`src/fin_pkg.sv`:
```
// Package for the frame intensity normalizer: beat types, codes, widths and the
// lane control struct. It depends on nothing and is used by fin_lane, the top level and the checker.
package fin_pkg;

    localparam int MAX_PIXELS_DEF = 512;
    localparam int CHAN_W         = 8;
    localparam int INDEX_W        = 9;
    localparam int PEAK_W         = 18;
    localparam int SQ_W           = 2 * CHAN_W;
    localparam int C4_W           = 4 * CHAN_W;
    localparam int SUM_W          = C4_W + 3;
    localparam int DPROD_W        = PEAK_W + CHAN_W;
    localparam int PIXEL_W        = 3 * CHAN_W;
    localparam int STEP_W         = $clog2(CHAN_W);

    typedef enum logic {
        CMD_LOAD = 1'b0,
        CMD_READ = 1'b1
    } t_cmd;

    typedef enum logic {
        STATUS_OK    = 1'b0,
        STATUS_RANGE = 1'b1
    } t_status;

    typedef enum logic [2:0] {
        ST_IDLE,
        ST_FETCH,
        ST_QUAD,
        ST_SEARCH,
        ST_FINISH
    } t_state;

    typedef struct packed {
        t_cmd               command;
        logic               first;
        logic [CHAN_W-1:0]  red;
        logic [CHAN_W-1:0]  green;
        logic [CHAN_W-1:0]  blue;
        logic [INDEX_W-1:0] pixel_index;
    } t_in_beat;

    typedef struct packed {
        logic [CHAN_W-1:0]  red_out;
        logic [CHAN_W-1:0]  green_out;
        logic [CHAN_W-1:0]  blue_out;
        logic [INDEX_W-1:0] index_out;
        t_status            status;
    } t_out_beat;

    typedef struct packed {
        logic              square;
        logic              quad;
        logic              step;
        logic [STEP_W-1:0] k;
    } t_lane_ctl;

endpackage

```
`src/fin_lane.sv`:
```
// One channel lane: squares the channel twice, then finds bit by bit the largest
// q with q*q*peak <= c**4, keeping q*peak and q*q*peak so no step multiplies. Uses fin_pkg.
module fin_lane (
    input  logic                       i_clk,
    input  fin_pkg::t_lane_ctl         i_ctl,
    input  logic [fin_pkg::CHAN_W-1:0] i_chan,
    input  logic [fin_pkg::PEAK_W-1:0] i_peak,
    output logic [fin_pkg::CHAN_W-1:0] o_q
);

    logic [fin_pkg::SQ_W-1:0]    r_c2;
    logic [fin_pkg::C4_W-1:0]    r_c4;
    logic [fin_pkg::C4_W-1:0]    r_s;
    logic [fin_pkg::DPROD_W-1:0] r_d;
    logic [fin_pkg::CHAN_W-1:0]  r_q;

    logic [fin_pkg::SUM_W-1:0]   trial;
    logic [fin_pkg::DPROD_W-1:0] peak_sh;
    logic                        fits;

    always_comb begin
        peak_sh = fin_pkg::DPROD_W'(i_peak) << i_ctl.k;
        trial   = fin_pkg::SUM_W'(r_s)
                + ((fin_pkg::SUM_W'(r_d) << 1) << i_ctl.k)
                + (fin_pkg::SUM_W'(peak_sh) << i_ctl.k);
        fits    = trial <= fin_pkg::SUM_W'(r_c4);
    end

    always_ff @(posedge i_clk) begin
        if (i_ctl.square) begin
            r_c2 <= fin_pkg::SQ_W'(i_chan) * fin_pkg::SQ_W'(i_chan);
        end
        if (i_ctl.quad) begin
            r_c4 <= fin_pkg::C4_W'(r_c2) * fin_pkg::C4_W'(r_c2);
            r_s  <= '0;
            r_d  <= '0;
            r_q  <= '0;
        end else if (i_ctl.step && fits) begin
            r_s        <= trial[fin_pkg::C4_W-1:0];
            r_d        <= r_d + peak_sh;
            r_q[i_ctl.k] <= 1'b1;
        end
    end

    assign o_q = r_q;

endmodule

```
`config.mk`:
```
export PLATFORM = sky130hd
export DESIGN_NAME = fin_lane
export DESIGN_NICKNAME = d
export VERILOG_FILES = /design/src/fin_pkg.sv /design/src/fin_lane.sv
export SDC_FILE = /design/constraint.sdc
export NUM_CORES = 1
export LEC_CHECK = 0
export CAP_MARGIN = 40
export CORE_AREA = 10 10 187 189
export CTS_BUF_LIST = sky130_fd_sc_hd__clkbuf_4 sky130_fd_sc_hd__clkbuf_8 sky130_fd_sc_hd__clkbuf_16
export DETAILED_ROUTE_END_ITERATION = 16
export DIE_AREA = 0 0 197 199
export DONT_BUFFER_PORTS = 1
export GPL_ROUTABILITY_DRIVEN = 0
export HOLD_SLACK_MARGIN = 0.03
export PLACE_DENSITY = 0.8
export REMOVE_ABC_BUFFERS = 1
export SYNTH_ARGS = -nofsm -noshare
export SYNTH_HDL_FRONTEND = slang
export SYNTH_SLANG_ARGS = --single-unit
```
`constraint.sdc`:
```
create_clock -name i_clk -period 12.75 [get_ports i_clk]
set_input_delay 1.275 -clock i_clk [delete_from_list [all_inputs] [get_ports i_clk]]
set_output_delay 1.275 -clock i_clk [all_outputs]
set_load 0.01 [all_outputs]
```
==> results.tsv, run 1 <==
stage	metric	value	unit
yosys	Synth area leader	fa_1	
yosys	Synth Area in Adders	37.73	%
yosys	synth top area cells	fa_1, ha_1, edfxtp_1, dfxtp_1, inv_1	
yosys	Synth Area in Simple Gates	14.11	%
yosys	syn avg cell area	8.791	sq um
global_routing	vias in the first global route	15090	
layout	# fillers	2614	
clocking	CTS resizes	0	
clocking	total CTS buffers	9	
setup_path	crit-path max FO	57	
yosys	Main synth FF type	dfxtp_1	
clocking	CTS tree	yes	
floorplan	Die W	197	um
yosys	register bit total from synthesis	112	
setup_path	max incr delay on CP	0.54	ns
clocking	Setup Fix Bufs, Post-CTS	0	
setup_path	slowest cell on the critical path	buf_4	
timing	fmax	117.7	MHz
detailed_routing	First-pass DRT Iterations	6	
timing	Setup Viol. Count Final	0	
min_path	worst hold path type	register to register	
layout	Multi-input gate area	14390	sq um
floorplan	DIE HEIGHT	199	um
global_routing	global-route wire length before repair	71610	um
timing	RSZ-0062 raised after global routing	false	
clocking	CTS H-tree depth	3	
yosys	synth warn	0	
detailed_routing	DR top layer	met4	
yosys	mux contribution to synthesized area	6.622	%
clocking	CTS sink count	112	
clocking	worst skew pair latency	0.38	ns
layout	Layout area overhead	2.976	%
global_routing	largest net degree at the start of global routing	96	
clocking	CTS Buffer Depth	2	
timing	clk_skew	0.01435	ns
timing	count of final hold-check violations	0	
setup_path	crit start category	input port	
status	status	completed	
detailed_routing	routed length on met1	17670	um
detailed_routing	routed len/inst	16.85	um
yosys	Post-synth EDFFs	46	
setup_path	CP arrival	8.79	ns
timing	Final Cycle Share	66.62	%
floorplan	num rows	65	
global_routing	initial antenna violation count	0	
placement	detailed-placement wirelength estimate	33000	um
timing	final critical path time including I/O delays and setup	8.494	ns
yosys	Seq/Total Area, Yosys	14.61	%
flow_run	max cap viols	0	
layout	storage element area	2703	sq um
yosys	combinational family with the most area after synthesis	adder cells	
placement	Port Buffer Count	0	
yosys	Synth top area share	21.97	%
detailed_routing	vias per cell	5.949	
yosys	Mapped Cells	2104	
timing	slew margin rel.	40.58	%
layout	ratio of cells with drive above 1 in the final layout	3.848	%
yosys	top post-synthesis cells by count	inv_1, ha_1, fa_1, nand2_1, a21oi_1	
floorplan	die area	39200	sq um
floorplan	Core ar.	31230	sq um
floorplan	Initial Utilization	59.23	%
timing	Slew Viols, Final	0	
detailed_routing	vias after detailed routing	14610	
clocking	hold_buf cts	0	
yosys	Cell variety after synth	77	
yosys	most common cell in the netlist	inv_1	
clocking	root buf cell	clkbuf_16	
detailed_routing	DRC	0	
placement	Placed Instance Area	18740	sq um
setup_path	Worst Setup End Kind	register	
yosys	post-synthesis xor/xnor area fraction	4.688	%
timing	Fin Setup TNS	0	ns
setup_path	CP Data Required Time	13.05	ns
detailed_routing	Post-Route WL	41370	um
floorplan	IO Count	41	
clocking	clock slew at reported path FFs	0.09	ns
setup_path	kind of critical path	input port to register	
detailed_routing	WL met2	20360	um
detailed_routing	Initial DRC Count	1206	
layout	post-route cell area	19050	sq um
layout	antenna cells	0	
yosys	Synth async-reset ratio	0	%
detailed_routing	met3 wire len	2169	um
global_routing	total track usage	21.73	%
global_routing	total gr overflow	0	
timing	worst-margin pin slew	0.8913	ns
detailed_routing	Routed Antenna Nets	0	
yosys	Cell Area, Synth	18500	sq um
yosys	Compound-Gate Fraction of Synth Area	14.51	%
layout	Final #Nets	2517	
placed cells by master (no fill, tap or decap), types with 46 or more instances in the layout:
master,count
o21ai_0,98
mux2i_1,56
fa_1,203
xnor2_1,76
and2_1,92
inv_1,288
ha_1,233
edfxtp_1,46
dfxtp_1,66
nor2_1,139
nand2_1,202
a21oi_1,153
a21o_1,46
registers in the layout (all words and copies together), names as in the netlist:
register,count
r_s,32
r_c4,31
r_c2,15
r_d,26
o_q,8
worst max-delay path: cells and delay by family:
family                     cells  cell delay (ns)
adders and majority gates      3             1.10
AOI/OAI and AO/OA             16             3.72
xor gates and xnor gates       1             0.18
and+or+nand+nor                7             1.06
buffers and inverters          4             1.36
cells by family (layout without fill, tap and decap cells):
| logic type | after synthesis | in the layout |
|---|---|---|
| other | 2 | 7 |
| muxes | 99 | 99 |
| buffers and inverters | 368 | 312 |
| xor gates and xnor gates | 99 | 99 |
| DFF | 112 | 112 |
| adders and majority gates | 436 | 436 |
| and+or+nand+nor | 558 | 558 |
| AOI/OAI and AO/OA | 430 | 430 |
stage by stage:
stage / worst slack (ns) / cells / utilization, % / hold slack, ns
floorplan: 4.107 / 2032 / - / 0.4519
global placement: 3.621 / 2438 / 59.94 / 0.4659
detailed placement: 4.064 / 2439 / 60.01 / 0.4694
CTS: 4.420 / 2455 / 60.99 / 0.4833
global route: 3.650 / 2455 / 60.99 / 0.5237
finish: 4.256 / 2455 / 60.99 / 0.4865
final timing paths:
| check | from | endpoint | slack, ns | cells after the start |
|---|---|---|---|---|
| worst max-delay path | i_ctl[1] | o_q[4] | 4.26 | 31 |
| worst min-delay path | r_s[0] | r_s[0] | 0.49 | 2 |
| worst max register to register | r_c2[10] | r_c4[28] | 5.72 | 19 |
| worst min register to register | r_s[0] | r_s[0] | 0.49 | 2 |
cell type report:
| type | instances | area share [%] |
|---|---|---|
| Clock buffer | 9 | 1.182 |
| Clock inverter | 7 | 0.4270 |
| Multi-Input combinational cell | 1629 | 75.56 |
| Sequential cell | 112 | 14.19 |
| Tap cell | 402 | 2.641 |
| Inverter | 291 | 5.735 |
| Timing Repair Buffer | 5 | 0.2628 |
layer usage:
layer | vias up | track usage, %
met5 | - | 0
met4 | 0 | 7.234
met3 | 76 | 2.366
met2 | 452 | 38.79
met1 | 7116 | 26.79
li1 | 6962 | -
Power of run 1 is left out: the tool's default activity adds up to more than one toggle a clock period on the data nets, which glitch-free logic cannot reach.
==> inputs of run 2 (changes only) <==
clock period = 8 ns   (was 12.75 ns; I/O delays follow)
==> run 2 against run 1 <==
Effect of this change: via count decreased by 0.69%; die area unchanged; first-iteration DRC count fell by 14%; register-to-register slack lost 4.7 ns; flip-flop and latch count stayed put; clock skew rose by 0.0012 ns; final cell count is 0.16% higher; cell area rose by 0.32%; non-clock buffer count rose by 4; wire length up 0.85%; hold slack improved by 0.0025 ns; critical path depth shrank 1.
==> results.tsv, run 2 (same netlist as run 1, synthesis figures left out) <==
stage	metric	value	unit	change
status	status	completed		
setup_path	CP arrival	7.72	ns	-1.07 ns
detailed_routing	Routed Antenna Nets	0		unchanged
placement	dpl ws	0.3788	ns	-3.685 ns
timing	Final WS setup	0.5733	ns	-3.682 ns
setup_path	kind of critical path	input port to register		
clocking	CTS resizes	0		unchanged
detailed_routing	First-pass DRT Iterations	7		+1
layout	Biggest register	r_s		
global_routing	global-route wire length before repair	71590	um	about the same
timing	worst-margin pin slew	0.9791	ns	+0.08781 ns
clocking	CTS tree	yes		
timing	fmax	134.6	MHz	
layout	ratio of cells with drive above 1 in the final layout	4.035	%	+0.19 points
clocking	clock slew at reported path FFs	0.07	ns	-0.02 ns
floorplan	DIE HEIGHT	199	um	unchanged
timing	final critical path time including I/O delays and setup	7.427	ns	
detailed_routing	routed len/inst	16.97	um	+0.68%
clocking	root buf cell	clkbuf_16		
placement	detailed-placement wirelength estimate	33450	um	+1.4%
setup_path	crit start category	input port		
floorplan	Core ar.	31230	sq um	unchanged
floorplan	Die W	197	um	unchanged
clocking	CTS Buffer Depth	2		unchanged
detailed_routing	Post-Route WL	41720	um	+0.85%
clocking	CTS H-tree depth	3		unchanged
clocking	worst skew pair latency	0.38	ns	about the same
floorplan	die area	39200	sq um	unchanged
layout	Layout area overhead	3.308	%	
global_routing	largest net degree at the start of global routing	96		unchanged
global_routing	vias in the first global route	15090		-0.046%
clocking	CTS sink count	112		unchanged
clocking	hold_buf cts	0		unchanged
layout	Multi-input gate area	14390	sq um	unchanged
layout	Regs by FF count	r_s: 32 flops, r_c4: 31 flops, r_d: 26 flops		
detailed_routing	vias after detailed routing	14510		-0.69%
setup_path	slowest cell on the critical path	fa_1		
layout	antenna cells	0		unchanged
timing	RSZ-0062 raised after global routing	false		
timing	Final Cycle Share	92.83	%	
setup_path	max incr delay on CP	0.45	ns	-0.09 ns
setup_path	crit-path max FO	89		+56%
timing	clk_skew	0.01552	ns	+0.001171 ns
global_routing	total gr overflow	0		unchanged
clocking	total CTS buffers	9		unchanged
detailed_routing	Initial DRC Count	1039		-14%
layout	most frequent cells in the layout	inv_1, ha_1, fa_1		
floorplan	Initial Utilization	59.23	%	unchanged
timing	Setup Viol. Count Final	0		unchanged
floorplan	num rows	65		unchanged
global_routing	initial antenna violation count	0		unchanged
placement	Port Buffer Count	0		unchanged
detailed_routing	DRC	0		unchanged
timing	slew margin rel.	33.04	%	-7.5 points
detailed_routing	vias per cell	5.899		-0.85%
clocking	Setup Fix Bufs, Post-CTS	0		unchanged
layout	# fillers	2667		+2.0%
layout	most common cell after layout, fill and taps aside	inv_1		
global_routing	total track usage	21.87	%	+0.13 points
min_path	Hold Path Depth	2		unchanged
layout	Largest register FFs	32		unchanged
timing	count of final hold-check violations	0		unchanged
layout	Final #Nets	2521		+0.16%
floorplan	IO Count	41		unchanged
layout	storage element area	2703	sq um	unchanged
timing	Slew Viols, Final	0		unchanged
setup_path	CP Data Required Time	8.29	ns	-4.76 ns
flow_run	max cap viols	0		unchanged
setup_path	Worst Setup End Kind	register		
setup_path	R2R cell count	20		+1
min_path	worst hold path type	register to register		
[run 2: worst paths after layout]
path | start | end | slack, ns
worst min register to register | r_s[0] | r_s[0] | 0.49
worst min-delay path | r_s[0] | r_s[0] | 0.49
worst max-delay path | i_ctl[0] | r_s[1] | 0.57
worst max register to register | r_c2[8] | r_c4[30] | 0.98
[run 2: metal layers]
layer / GRT usage, % / up-vias / routed length [um]
met4: 8.317 / 0 / 1274
met5: 0 / - / 0
met3: 2.552 / 75 / 2246
met2: 39.14 / 467 / 20790
met1: 26.37 / 7013 / 17420
li1: - / 6950 / -
[run 2: cell type report]
type,count,area share [%]
multi-input combinational,1629,75.32
sequential,112,14.14
inverter,291,5.716
tap,402,2.632
clock buffer,10,1.310
timing repair buffer,9,0.5238
clock inverter,6,0.3536
[run 2: metrics by stage]
step           hold WS [ns]  std cells  setup TNS (ns)  cell area [sq um]  util, %
3_3_place_gp         0.4617       2442               0              18760    60.08
2_1_floorplan        0.4519       2032          -2.090              18190        -
4_1_cts              0.4867       2459               0              19110    61.19
5_1_grt              0.4927       2459               0              19110    61.19
3_5_place_dp         0.4744       2443               0              18790    60.17
6_report             0.4890       2459               0              19110    61.19
[run 2: worst max-delay path, delay by kind of cell]
kind,cells,cell delay (ns)
AOI/OAI and AO/OA,17,3.92
xor gates and xnor gates,1,0.12
muxes,2,0.44
buffers and inverters,1,0.35
and+or+nand+nor,6,1.05
adders and majority gates,3,1.02
Power of run 2 is left out for the same reason.
